**src/rtl/dosq_pkg.sv**
```systemverilog
// Shared types and constants for the drop-oldest slot queue.
package dosq_pkg;

	localparam int SIZE_W  = 25;
	localparam int TIME_W  = 48;
	localparam int ALIGN_SHIFT = 6;   // slot capacity rounds up to 64 bytes
	localparam int CNT32_W = 32;
	localparam int SLOT_OUT_W = 4;
	localparam int QUEUED_OUT_W = 5;

	// Slot occupancy marks
	typedef enum logic [1:0] {
		MARK_FREE   = 2'd0,
		MARK_QUEUED = 2'd1,
		MARK_HELD   = 2'd2
	} mark_t;

	// Operation codes carried on the input tuser
	typedef enum logic [1:0] {
		OP_ENQ = 2'd0,
		OP_ACQ = 2'd1,
		OP_REL = 2'd2
	} op_t;

	// Result status codes
	typedef enum logic [2:0] {
		STAT_OK        = 3'd0,
		STAT_STOPPED   = 3'd1,
		STAT_TOO_LARGE = 3'd2,
		STAT_NO_ROOM   = 3'd3,
		STAT_EMPTY     = 3'd4,
		STAT_HELD      = 3'd5,
		STAT_NONE_HELD = 3'd6
	} status_t;

	// Register word index on the configuration port
	typedef enum logic {
		REG_SLOT_BYTES    = 1'b0,
		REG_QUEUE_RUNNING = 1'b1
	} reg_idx_t;

	// Sequencer states
	typedef enum logic [1:0] {
		ST_IDLE   = 2'd0,
		ST_DECIDE = 2'd1,
		ST_SCAN   = 2'd2,
		ST_FINISH = 2'd3
	} state_t;

	// Work left for the scan and finish steps
	typedef enum logic [1:0] {
		JOB_REPORT = 2'd0,
		JOB_ENQ    = 2'd1,
		JOB_DROP   = 2'd2,
		JOB_ACQ    = 2'd3
	} job_t;

	// Scanner request and result
	typedef struct packed {
		logic  go;
		mark_t want;
	} scan_ctl_t;

	typedef struct packed {
		logic done;
		logic found;
	} scan_stat_t;

endpackage

```
**src/rtl/dosq_scan.sv**
```systemverilog
// Mark scanner: walks the slot ring one mark per cycle looking for a wanted mark.
module dosq_scan
	import dosq_pkg::*;
#(
	parameter int SLOTS = 16
) (
	input  logic                       clk,
	input  logic                       arst_n,
	input  scan_ctl_t                  ctl,
	input  logic [$clog2(SLOTS)-1:0]   from,
	input  mark_t                      mark_rd,
	output logic [$clog2(SLOTS)-1:0]   pos,
	output scan_stat_t                 stat
);

	localparam int IDX_W = $clog2(SLOTS);

	logic             busy_q;
	logic [IDX_W-1:0] pos_q;
	logic [IDX_W-1:0] cnt_q;
	mark_t            want_q;

	// Compare the current mark; stop on a match or after the whole ring
	assign pos        = pos_q;
	assign stat.found = (mark_rd == want_q);
	assign stat.done  = busy_q && ((mark_rd == want_q) || (cnt_q == IDX_W'(SLOTS - 1)));

	// Advance the position one slot a cycle
	always_ff @(posedge clk or negedge arst_n) begin
		if (!arst_n) begin
			busy_q <= 1'b0;
			pos_q  <= '0;
			cnt_q  <= '0;
			want_q <= MARK_FREE;
		end else if (ctl.go) begin
			busy_q <= 1'b1;
			pos_q  <= from;
			cnt_q  <= '0;
			want_q <= ctl.want;
		end else if (stat.done) begin
			busy_q <= 1'b0;
		end else if (busy_q) begin
			pos_q <= pos_q + IDX_W'(1);
			cnt_q <= cnt_q + IDX_W'(1);
		end
	end

endmodule

```
**src/rtl/drop_oldest_slot_queue.sv**
```systemverilog
// Top level of the drop-oldest slot queue: sequencer, slot marks and slot store.
//
// Input stream (s_*): s_tuser carries the operation (enqueue, acquire oldest,
// release held slot); s_tdata carries packet size and timestamp. Output stream
// (m_*): one result per input transfer, m_tuser the status, m_tdata the slot
// index, stored size and time of an acquired slot, drop flag and counters.
// The APB port sets slot capacity (rounded up to 64 bytes) and the run flag.
//
// One item is handled at a time. An item passes from DECIDE straight to the
// FINISH step when no search is needed (errors, release, acquire or drop
// with a single queued entry), and through SCAN when the ring is searched:
// the search reads one slot mark per cycle through a shared scanner.
// s_tready is high only while the sequencer is idle, so a new transfer is
// taken only after the finish step of the previous item.
//
// A finished result sits in an output register; the next item is accepted
// while it waits, and only its finish step stalls until m_tready frees the
// register. Reset frees all slots, clears pointers and counters, sets slot
// capacity to 65536 bytes and the queue running.
module drop_oldest_slot_queue
	import dosq_pkg::*;
#(
	parameter int SLOTS = 16
) (
	input  logic          clk,
	input  logic          arst_n,
	// input stream
	input  logic          s_tvalid,
	output logic          s_tready,
	input  logic [79:0]   s_tdata,   // packet_size[24:0], packet_time[72:25]
	input  logic [1:0]    s_tuser,   // op[1:0]
	// output stream
	output logic          m_tvalid,
	input  logic          m_tready,
	// slot_index[3:0], out_size[28:4], out_time[76:29], dropped[77],
	// drops_total[109:78], released_total[141:110], queued_now[146:142]
	output logic [151:0]  m_tdata,
	output logic [2:0]    m_tuser,   // status[2:0]
	// configuration
	input  logic          psel,
	input  logic          penable,
	input  logic          pwrite,
	input  logic [2:0]    paddr,
	input  logic [31:0]   pwdata,
	output logic [31:0]   prdata,
	output logic          pready
);

	localparam int IDX_W = $clog2(SLOTS);
	localparam int CNT_W = $clog2(SLOTS + 1);

	// Configuration registers
	logic [SIZE_W-1:0] slot_bytes_q;
	logic              running_q;

	// Sequencer and item registers
	state_t              state_q, state_d;
	op_t                 op_q;
	logic [SIZE_W-1:0]   size_q;
	logic [TIME_W-1:0]   time_q;
	job_t                job_q, job_d;
	status_t             status_q, status_d;
	logic [IDX_W-1:0]    tgt_q, tgt_d;
	logic                dropped_q, dropped_d;

	// Queue state
	logic [IDX_W-1:0]    rp_q, rp_d;
	logic [IDX_W-1:0]    wp_q, wp_d;
	logic [CNT_W-1:0]    queued_q, queued_d;
	logic                holding_q, holding_d;
	logic [IDX_W-1:0]    held_q, held_d;
	logic [CNT32_W-1:0]  drops_q, drops_d;
	logic [CNT32_W-1:0]  rel_q, rel_d;

	// Slot marks and store
	mark_t                      mark_q [SLOTS];
	logic                       mark_we;
	logic [IDX_W-1:0]           mark_addr;
	mark_t                      mark_wdata;
	logic [TIME_W+SIZE_W-1:0]   mem [SLOTS];
	logic [TIME_W+SIZE_W-1:0]   rd_data_q;
	logic                       mem_we;
	logic                       rd_en;

	// Scanner
	scan_ctl_t           scan_ctl;
	scan_stat_t          scan_stat;
	logic [IDX_W-1:0]    scan_from;
	logic [IDX_W-1:0]    scan_pos;
	mark_t               scan_mark;

	// Output register
	logic                m_tvalid_q;
	logic [151:0]        m_tdata_q;
	logic [2:0]          m_tuser_q;
	logic                out_load;

	// Datapath helpers
	logic [SIZE_W-ALIGN_SHIFT:0] cap_units;
	logic [SIZE_W:0]             cap_bytes;
	logic                        too_large;
	logic [CNT_W:0]              occupied;
	logic                        ring_full;
	logic [IDX_W+SLOT_OUT_W-1:0]   slot_wide;
	logic [CNT_W+QUEUED_OUT_W-1:0] queued_wide;
	logic                        cfg_wr;

	// Configuration port
	assign pready = 1'b1;
	assign cfg_wr = psel && penable && pwrite;

	always_ff @(posedge clk or negedge arst_n) begin
		if (!arst_n) begin
			slot_bytes_q <= SIZE_W'(65536);
			running_q    <= 1'b1;
		end else if (cfg_wr) begin
			unique case (reg_idx_t'(paddr[2]))
				REG_SLOT_BYTES:    slot_bytes_q <= pwdata[SIZE_W-1:0];
				REG_QUEUE_RUNNING: running_q    <= pwdata[0];
				default: ;
			endcase
		end
	end

	always_comb begin
		unique case (reg_idx_t'(paddr[2]))
			REG_SLOT_BYTES:    prdata = {{(32-SIZE_W){1'b0}}, slot_bytes_q};
			REG_QUEUE_RUNNING: prdata = {31'b0, running_q};
			default:           prdata = '0;
		endcase
	end

	// Capacity check and ring occupancy
	assign cap_units = {1'b0, slot_bytes_q[SIZE_W-1:ALIGN_SHIFT]}
	                 + (SIZE_W-ALIGN_SHIFT+1)'(|slot_bytes_q[ALIGN_SHIFT-1:0]);
	assign cap_bytes = {cap_units, {ALIGN_SHIFT{1'b0}}};
	assign too_large = ({1'b0, size_q} > cap_bytes);
	assign occupied  = {1'b0, queued_q} + (CNT_W+1)'(holding_q);
	assign ring_full = (occupied >= (CNT_W+1)'(SLOTS));

	// Shared mark scanner
	assign scan_mark = mark_q[scan_pos];

	dosq_scan #(
		.SLOTS (SLOTS)
	) u_scan (
		.clk     (clk),
		.arst_n  (arst_n),
		.ctl     (scan_ctl),
		.from    (scan_from),
		.mark_rd (scan_mark),
		.pos     (scan_pos),
		.stat    (scan_stat)
	);

	assign s_tready = (state_q == ST_IDLE);

	// Next state, queue updates and strobes
	always_comb begin
		state_d    = state_q;
		job_d      = job_q;
		status_d   = status_q;
		tgt_d      = tgt_q;
		dropped_d  = dropped_q;
		rp_d       = rp_q;
		wp_d       = wp_q;
		queued_d   = queued_q;
		holding_d  = holding_q;
		held_d     = held_q;
		drops_d    = drops_q;
		rel_d      = rel_q;
		scan_ctl   = '{go: 1'b0, want: MARK_QUEUED};
		scan_from  = rp_q + IDX_W'(1);
		mark_we    = 1'b0;
		mark_addr  = rp_q;
		mark_wdata = MARK_FREE;
		mem_we     = 1'b0;
		rd_en      = 1'b0;
		out_load   = 1'b0;

		unique case (state_q)
			ST_IDLE: begin
				if (s_tvalid) begin
					state_d = ST_DECIDE;
				end
			end

			ST_DECIDE: begin
				state_d   = ST_FINISH;
				status_d  = STAT_OK;
				job_d     = JOB_REPORT;
				tgt_d     = '0;
				dropped_d = 1'b0;
				rd_en     = 1'b1;
				unique case (op_q)
					OP_ENQ: begin
						if (too_large) begin
							status_d = STAT_TOO_LARGE;
						end else if (!running_q) begin
							status_d = STAT_STOPPED;
						end else if (ring_full) begin
							if (queued_q == '0) begin
								status_d = STAT_NO_ROOM;
							end else begin
								// drop the oldest entry and reuse its slot
								job_d      = JOB_DROP;
								tgt_d      = rp_q;
								mark_we    = 1'b1;
								mark_addr  = rp_q;
								mark_wdata = MARK_FREE;
								drops_d    = drops_q + CNT32_W'(1);
								dropped_d  = 1'b1;
								if (queued_q != CNT_W'(1)) begin
									scan_ctl = '{go: 1'b1, want: MARK_QUEUED};
									state_d  = ST_SCAN;
								end
							end
						end else begin
							job_d     = JOB_ENQ;
							scan_from = wp_q;
							scan_ctl  = '{go: 1'b1, want: MARK_FREE};
							state_d   = ST_SCAN;
						end
					end
					OP_ACQ: begin
						if (queued_q == '0) begin
							status_d = STAT_EMPTY;
						end else if (holding_q) begin
							status_d = STAT_HELD;
						end else begin
							// hand out the oldest entry
							job_d      = JOB_ACQ;
							tgt_d      = rp_q;
							mark_we    = 1'b1;
							mark_addr  = rp_q;
							mark_wdata = MARK_HELD;
							held_d     = rp_q;
							holding_d  = 1'b1;
							queued_d   = queued_q - CNT_W'(1);
							if (queued_q == CNT_W'(1)) begin
								rp_d = rp_q + IDX_W'(1);
							end else begin
								scan_ctl = '{go: 1'b1, want: MARK_QUEUED};
								state_d  = ST_SCAN;
							end
						end
					end
					OP_REL: begin
						if (!holding_q) begin
							status_d = STAT_NONE_HELD;
						end else begin
							tgt_d      = held_q;
							mark_we    = 1'b1;
							mark_addr  = held_q;
							mark_wdata = MARK_FREE;
							holding_d  = 1'b0;
							rel_d      = rel_q + CNT32_W'(1);
						end
					end
					default: ;
				endcase
			end

			ST_SCAN: begin
				if (scan_stat.done) begin
					state_d = ST_FINISH;
					case (job_q)
						JOB_ENQ: begin
							if (scan_stat.found) begin
								tgt_d = scan_pos;
							end else begin
								status_d = STAT_NO_ROOM;
								job_d    = JOB_REPORT;
							end
						end
						JOB_DROP, JOB_ACQ: begin
							rp_d = scan_stat.found ? scan_pos : tgt_q + IDX_W'(1);
						end
						default: ;
					endcase
				end
			end

			ST_FINISH: begin
				if (!m_tvalid_q || m_tready) begin
					out_load = 1'b1;
					state_d  = ST_IDLE;
					if (job_q == JOB_ENQ || job_q == JOB_DROP) begin
						// commit the enqueue into the target slot
						mem_we     = 1'b1;
						mark_we    = 1'b1;
						mark_addr  = tgt_q;
						mark_wdata = MARK_QUEUED;
						wp_d       = tgt_q + IDX_W'(1);
						if (job_q == JOB_ENQ) begin
							queued_d = queued_q + CNT_W'(1);
						end
						if ((job_q == JOB_ENQ && queued_q == '0) ||
						    (job_q == JOB_DROP && queued_q == CNT_W'(1))) begin
							rp_d = tgt_q;
						end
					end
				end
			end

			default: ;
		endcase
	end

	// Sequencer state register
	always_ff @(posedge clk or negedge arst_n) begin
		if (!arst_n) begin
			state_q <= ST_IDLE;
		end else begin
			state_q <= state_d;
		end
	end

	// Queue control registers
	always_ff @(posedge clk or negedge arst_n) begin
		if (!arst_n) begin
			job_q     <= JOB_REPORT;
			status_q  <= STAT_OK;
			tgt_q     <= '0;
			dropped_q <= 1'b0;
			rp_q      <= '0;
			wp_q      <= '0;
			queued_q  <= '0;
			holding_q <= 1'b0;
			held_q    <= '0;
			drops_q   <= '0;
			rel_q     <= '0;
		end else begin
			job_q     <= job_d;
			status_q  <= status_d;
			tgt_q     <= tgt_d;
			dropped_q <= dropped_d;
			rp_q      <= rp_d;
			wp_q      <= wp_d;
			queued_q  <= queued_d;
			holding_q <= holding_d;
			held_q    <= held_d;
			drops_q   <= drops_d;
			rel_q     <= rel_d;
		end
	end

	// Capture the input transfer
	always_ff @(posedge clk or negedge arst_n) begin
		if (!arst_n) begin
			op_q <= OP_ENQ;
		end else if (s_tvalid && s_tready) begin
			op_q <= op_t'(s_tuser);
		end
	end

	always_ff @(posedge clk) begin
		if (s_tvalid && s_tready) begin
			size_q <= s_tdata[SIZE_W-1:0];
			time_q <= s_tdata[SIZE_W+TIME_W-1:SIZE_W];
		end
	end

	// Slot marks, all free after reset
	always_ff @(posedge clk or negedge arst_n) begin
		if (!arst_n) begin
			for (int i = 0; i < SLOTS; i++) begin
				mark_q[i] <= MARK_FREE;
			end
		end else if (mark_we) begin
			mark_q[mark_addr] <= mark_wdata;
		end
	end

	// Slot store: size and timestamp, read registered at the oldest entry
	always_ff @(posedge clk) begin
		if (mem_we) begin
			mem[tgt_q] <= {time_q, size_q};
		end
		if (rd_en) begin
			rd_data_q <= mem[rp_q];
		end
	end

	// Result fields
	assign slot_wide   = {{SLOT_OUT_W{1'b0}}, tgt_q};
	assign queued_wide = {{QUEUED_OUT_W{1'b0}}, queued_d};

	// Output register; hold until the transfer completes
	always_ff @(posedge clk or negedge arst_n) begin
		if (!arst_n) begin
			m_tvalid_q <= 1'b0;
		end else if (out_load) begin
			m_tvalid_q <= 1'b1;
		end else if (m_tready) begin
			m_tvalid_q <= 1'b0;
		end
	end

	always_ff @(posedge clk) begin
		if (out_load) begin
			m_tuser_q <= status_q;
			m_tdata_q <= {
				5'b0,
				queued_wide[QUEUED_OUT_W-1:0],
				rel_q,
				drops_q,
				dropped_q,
				(job_q == JOB_ACQ) ? rd_data_q : {(TIME_W+SIZE_W){1'b0}},
				slot_wide[SLOT_OUT_W-1:0]
			};
		end
	end

	assign m_tvalid = m_tvalid_q;
	assign m_tdata  = m_tdata_q;
	assign m_tuser  = m_tuser_q;

endmodule

```
**config.mk**
```make
export PLATFORM = sky130hd
export DESIGN_NAME = drop_oldest_slot_queue
export DESIGN_NICKNAME = d
export VERILOG_FILES = /design/src/rtl/dosq_pkg.sv /design/src/rtl/dosq_scan.sv /design/src/rtl/drop_oldest_slot_queue.sv
export SDC_FILE = /design/constraint.sdc
export NUM_CORES = 2
export LEC_CHECK = 0
export ABC_AREA = 0
export BUFFER_PORTS_ARGS = -buffer_cell sky130_fd_sc_hd__buf_2
export CAP_MARGIN = 10
export CORE_MARGIN = 1
export CORE_UTILIZATION = 55
export CTS_BUF_LIST = sky130_fd_sc_hd__clkbuf_8 sky130_fd_sc_hd__clkbuf_16
export DETAILED_ROUTE_END_ITERATION = 8
export PLACE_DENSITY_LB_ADDON = 0.25
export SLEW_MARGIN = 10
export SYNTH_ARGS = -nofsm -noshare
export SYNTH_HDL_FRONTEND = slang
export SYNTH_SLANG_ARGS = --single-unit
export TNS_END_PERCENT = 30
```
**constraint.sdc**
```tcl
create_clock -name clk -period 18.3 [get_ports clk]
set_input_delay 0 -clock clk [delete_from_list [all_inputs] [get_ports clk]]
set_output_delay 0 -clock clk [all_outputs]
set_load 0.01 [all_outputs]
```
==> results.json <==
{
  "port_buffers": 284,
  "numCtsBuffers": 162,
  "core_sq_um": 112700,
  "synthTopCellsByCount": "edfxtp_1, mux4_2, dfrtp_1, nand2_1, clkbuf_1",
  "period_share": 0.2856,
  "powerDensity_nw_per_um2": 100.8,
  "slew_headroom": 0.2620,
  "drtAntennaViolNets": 0,
  "drtIter0Drc": 3399,
  "path_cells": "nor4_1, nand2_1, ha_1, nand4_1, nor4_4, and3_1, xnor2_1, ha_1, nand3_1, nor4_1, nand3_1, o211ai_1, a21oi_2, o31ai_4, a21oi_1, mux2_2",
  "end_kind": "flop",
  "final_util": 0.6463,
  "clockRootBuffer": "clkbuf_16",
  "grt_pass1_wl_mm": 207.4,
  "boundaryPins": 314,
  "h-tree-depth": 4,
  "finalNetCount": 3654,
  "synth_top_area_frac": 0.7030,
  "yosys_most_used_dff": "edfxtp_1",
  "min_path_type": "input port to flop",
  "cellLeakagePower_nw": 24.22,
  "die_h_um": 339.2,
  "cp.required_ps": 18930,
  "clk_latency_ps": 770,
  "start_util": 0.5551,
  "avgSynthCellArea_sq_um": 21.34,
  "drcViolationCount": 0,
  "cts_resized": 0,
  "dpl_cell_area_sq_um": 65680,
  "critPathBufInv": 0,
  "status": "finished with violations",
  "drive_gt1_frac": 0.2781,
  "synth.distinct_cells": 71,
  "grt_pass1_vias": 32380,
  "via_count": 30640,
  "cts_sinks": 1629,
  "row_count": 123,
  "maxCapViolations": 0,
  "drt_pass1_iterations": 6,
  "fin_crit_ps": 5226,
  "grt_max_degree": 165,
  "cpMaxStageDelayCell": "o31ai_4",
  "startpoint_type": "flop",
  "setup_tns_ps": 0,
  "synthCells": 2931,
  "rsz0062_at_grt": "no",
  "dp_hpwl_mm": 71.03,
  "synth-edff-count": 1464,
  "mappedNetlistArea_sq_um": 62530,
  "failed_checks": "negative hold slack",
  "ir_drop_mv": 0.1033,
  "overflow": 0,
  "rrSetupSlack_ps": 13070,
  "antenna_found_initial": 0,
  "yosys_warnings": 0,
  "routed_wl_mm": 138.8,
  "yosysMostFrequentCell": "edfxtp_1",
  "synth.area.top_cells": "edfxtp_1, mux4_2, dfrtp_1",
  "track_usage": 0.2460,
  "slew_violations": 0,
  "yosys.area.top_type": "edfxtp_1",
  "cp_slowest_stage_delay_ps": 660,
  "worst_clock_skew_ps": 24.33,
  "dieArea_sq_um": 115100,
  "cp_top_family": "simple AND/OR/NAND/NOR gates",
  "routed_via_density": 5.982,
  "asyncSetResetFlopFracSynth": 0.1013,
  "fin_total_pwr_mw": 7.338,
  "crit_arrival_ps": 5860,
  "post_cts_buffers": 0,
  "r2r_start": "slot_bytes_q[3]$_DFFE_PN0P_",
  "clk_path_buf_depth": 3,
  "min_from": "penable",
  "crit_type": "flop to flop",
  "ys_seq_elements": 1629,
  "place_congestion": 0.8214,
  "area_growth_pct": 16.43,
  "setup_viol": 0,
  "clkTransAtPathRegs_ps": 60,
  "cp-startpoint": "slot_bytes_q[3]$_DFFE_PN0P_",
  "fmax_mhz": 191.3,
  "final_hold_viol_count": 7,
  "die_x_um": 339.2,
  "fin_hold_ws_ps": -16.48,
  "fin_area_sq_um": 72810,
  "cp_max_fo": 16,
  "tritoncts": "done",
  "worstMarginPinSlew_ps": 1107,
  "wl_per_cell_um": 27.10,
  "yosysSeqAreaShare": 0.7691
}
## stage by stage
stage	std cells	setup slack [ps]
2_1_floorplan	2942	7776
3_3_place_gp	4624	13340
3_5_place_dp	4624	13190
4_1_cts	5120	13150
5_1_grt	5121	12590
6_report	5122	13070
## routing by layer
metal | up-vias | global-route usage | share of wire
li1 | 13030 | - | -
met4 | 0 | 0.07592 | 0.025
met5 | - | 0 | 0
met1 | 16150 | 0.3403 | 0.40
met3 | 225 | 0.03763 | 0.067
met2 | 1239 | 0.4091 | 0.51
## cell usage in the layout (no fill, tap or decap), types with 19 or more instances in the layout
cell type      count
dlygate4sd3_1    199
nor3_1            19
buf_2            283
edfxtp_1        1464
ha_1              39
dfrtp_1          159
xor2_1            46
buf_4             31
mux4_2           368
inv_1             87
a21oi_1           39
clkinv_1          36
mux2_2            67
and3_1            24
nor2b_1           27
nand3_1           39
nand2_1          103
xnor2_1           47
and2_1            76
nor2_1            59
clkbuf_16        164
o21ai_0           22
## kinds of logic (layout without fill, tap and decap cells)
logic type	count (synthesis)	in the layout	share of synthesized area
buf+inv	173	852	0.01178
compound gates	123	123	0.01363
other cells	2	14	0.0001201
xor+xnor	93	93	0.01303
fa+ha+maj	41	41	0.008203
mux	456	456	0.1493
simple gates	414	414	0.03483
flops	1629	1629	0.7691
## cell type report
type                    instances  area, sq um
diodes                          1        2.502
clock buffers                 168         4159
clock inverters               128        939.7
fillers                      7388        39850
inverters                      37        141.4
multi-input cells            1140        13830
flip-flops and latches       1629        48110
well taps                    1500         1877
repair buffers                519         3751
## final timing paths
| path | endpoint | cells past startpoint |
|---|---|---|
| setup / recovery | mark_q[11]$_DFFE_PN0P_ | 16 |
| hold / removal | slot_bytes_q[2]$_DFFE_PN0P_ | 3 |
| setup reg to reg | mark_q[11]$_DFFE_PN0P_ | 16 |
| hold reg to reg | m_tdata[104]$_DFFE_PP_ | 0 |
| max in group asynchronous | rp_q[1]$_DFFE_PN0P_ | 4 |
| min in group asynchronous | drops_q[21]$_DFFE_PN0P_ | 4 |
## sequential cells by signal, indices dropped and copies added, names as in the netlist, 4 cells and up
register and cells:
queued_q 5, rd_data_q 73, tgt_q 4, m_tdata 147, u_scan.cnt_q 4, rp_q 4
slot_bytes_q 25, mem 1168, held_q 4, drops_q 32, wp_q 4, size_q 25
u_scan.pos 4, mark_q 32, time_q 48, rel_q 32
## power by group
| part | internal [mW] | switching (mW) |
|---|---|---|
| Combinational | 0.0739 | 0.0614 |
| Clock | 1.81 | 1.36 |
| Sequential | 4.01 | 0.0179 |
## repair_timing
| action | CTS | global route |
|---|---|---|
| hold endpoints to repair | 218 | 0 |
| hold buffers | 200 | 0 |
| setup endpoints to repair | 0 | 0 |
## worst min-delay path, stage by stage
cell and delay, ps:
buf_2 110, nand4b_1 370, mux2_2 230
No activity file was read; power rests on OpenSTA's default activity.
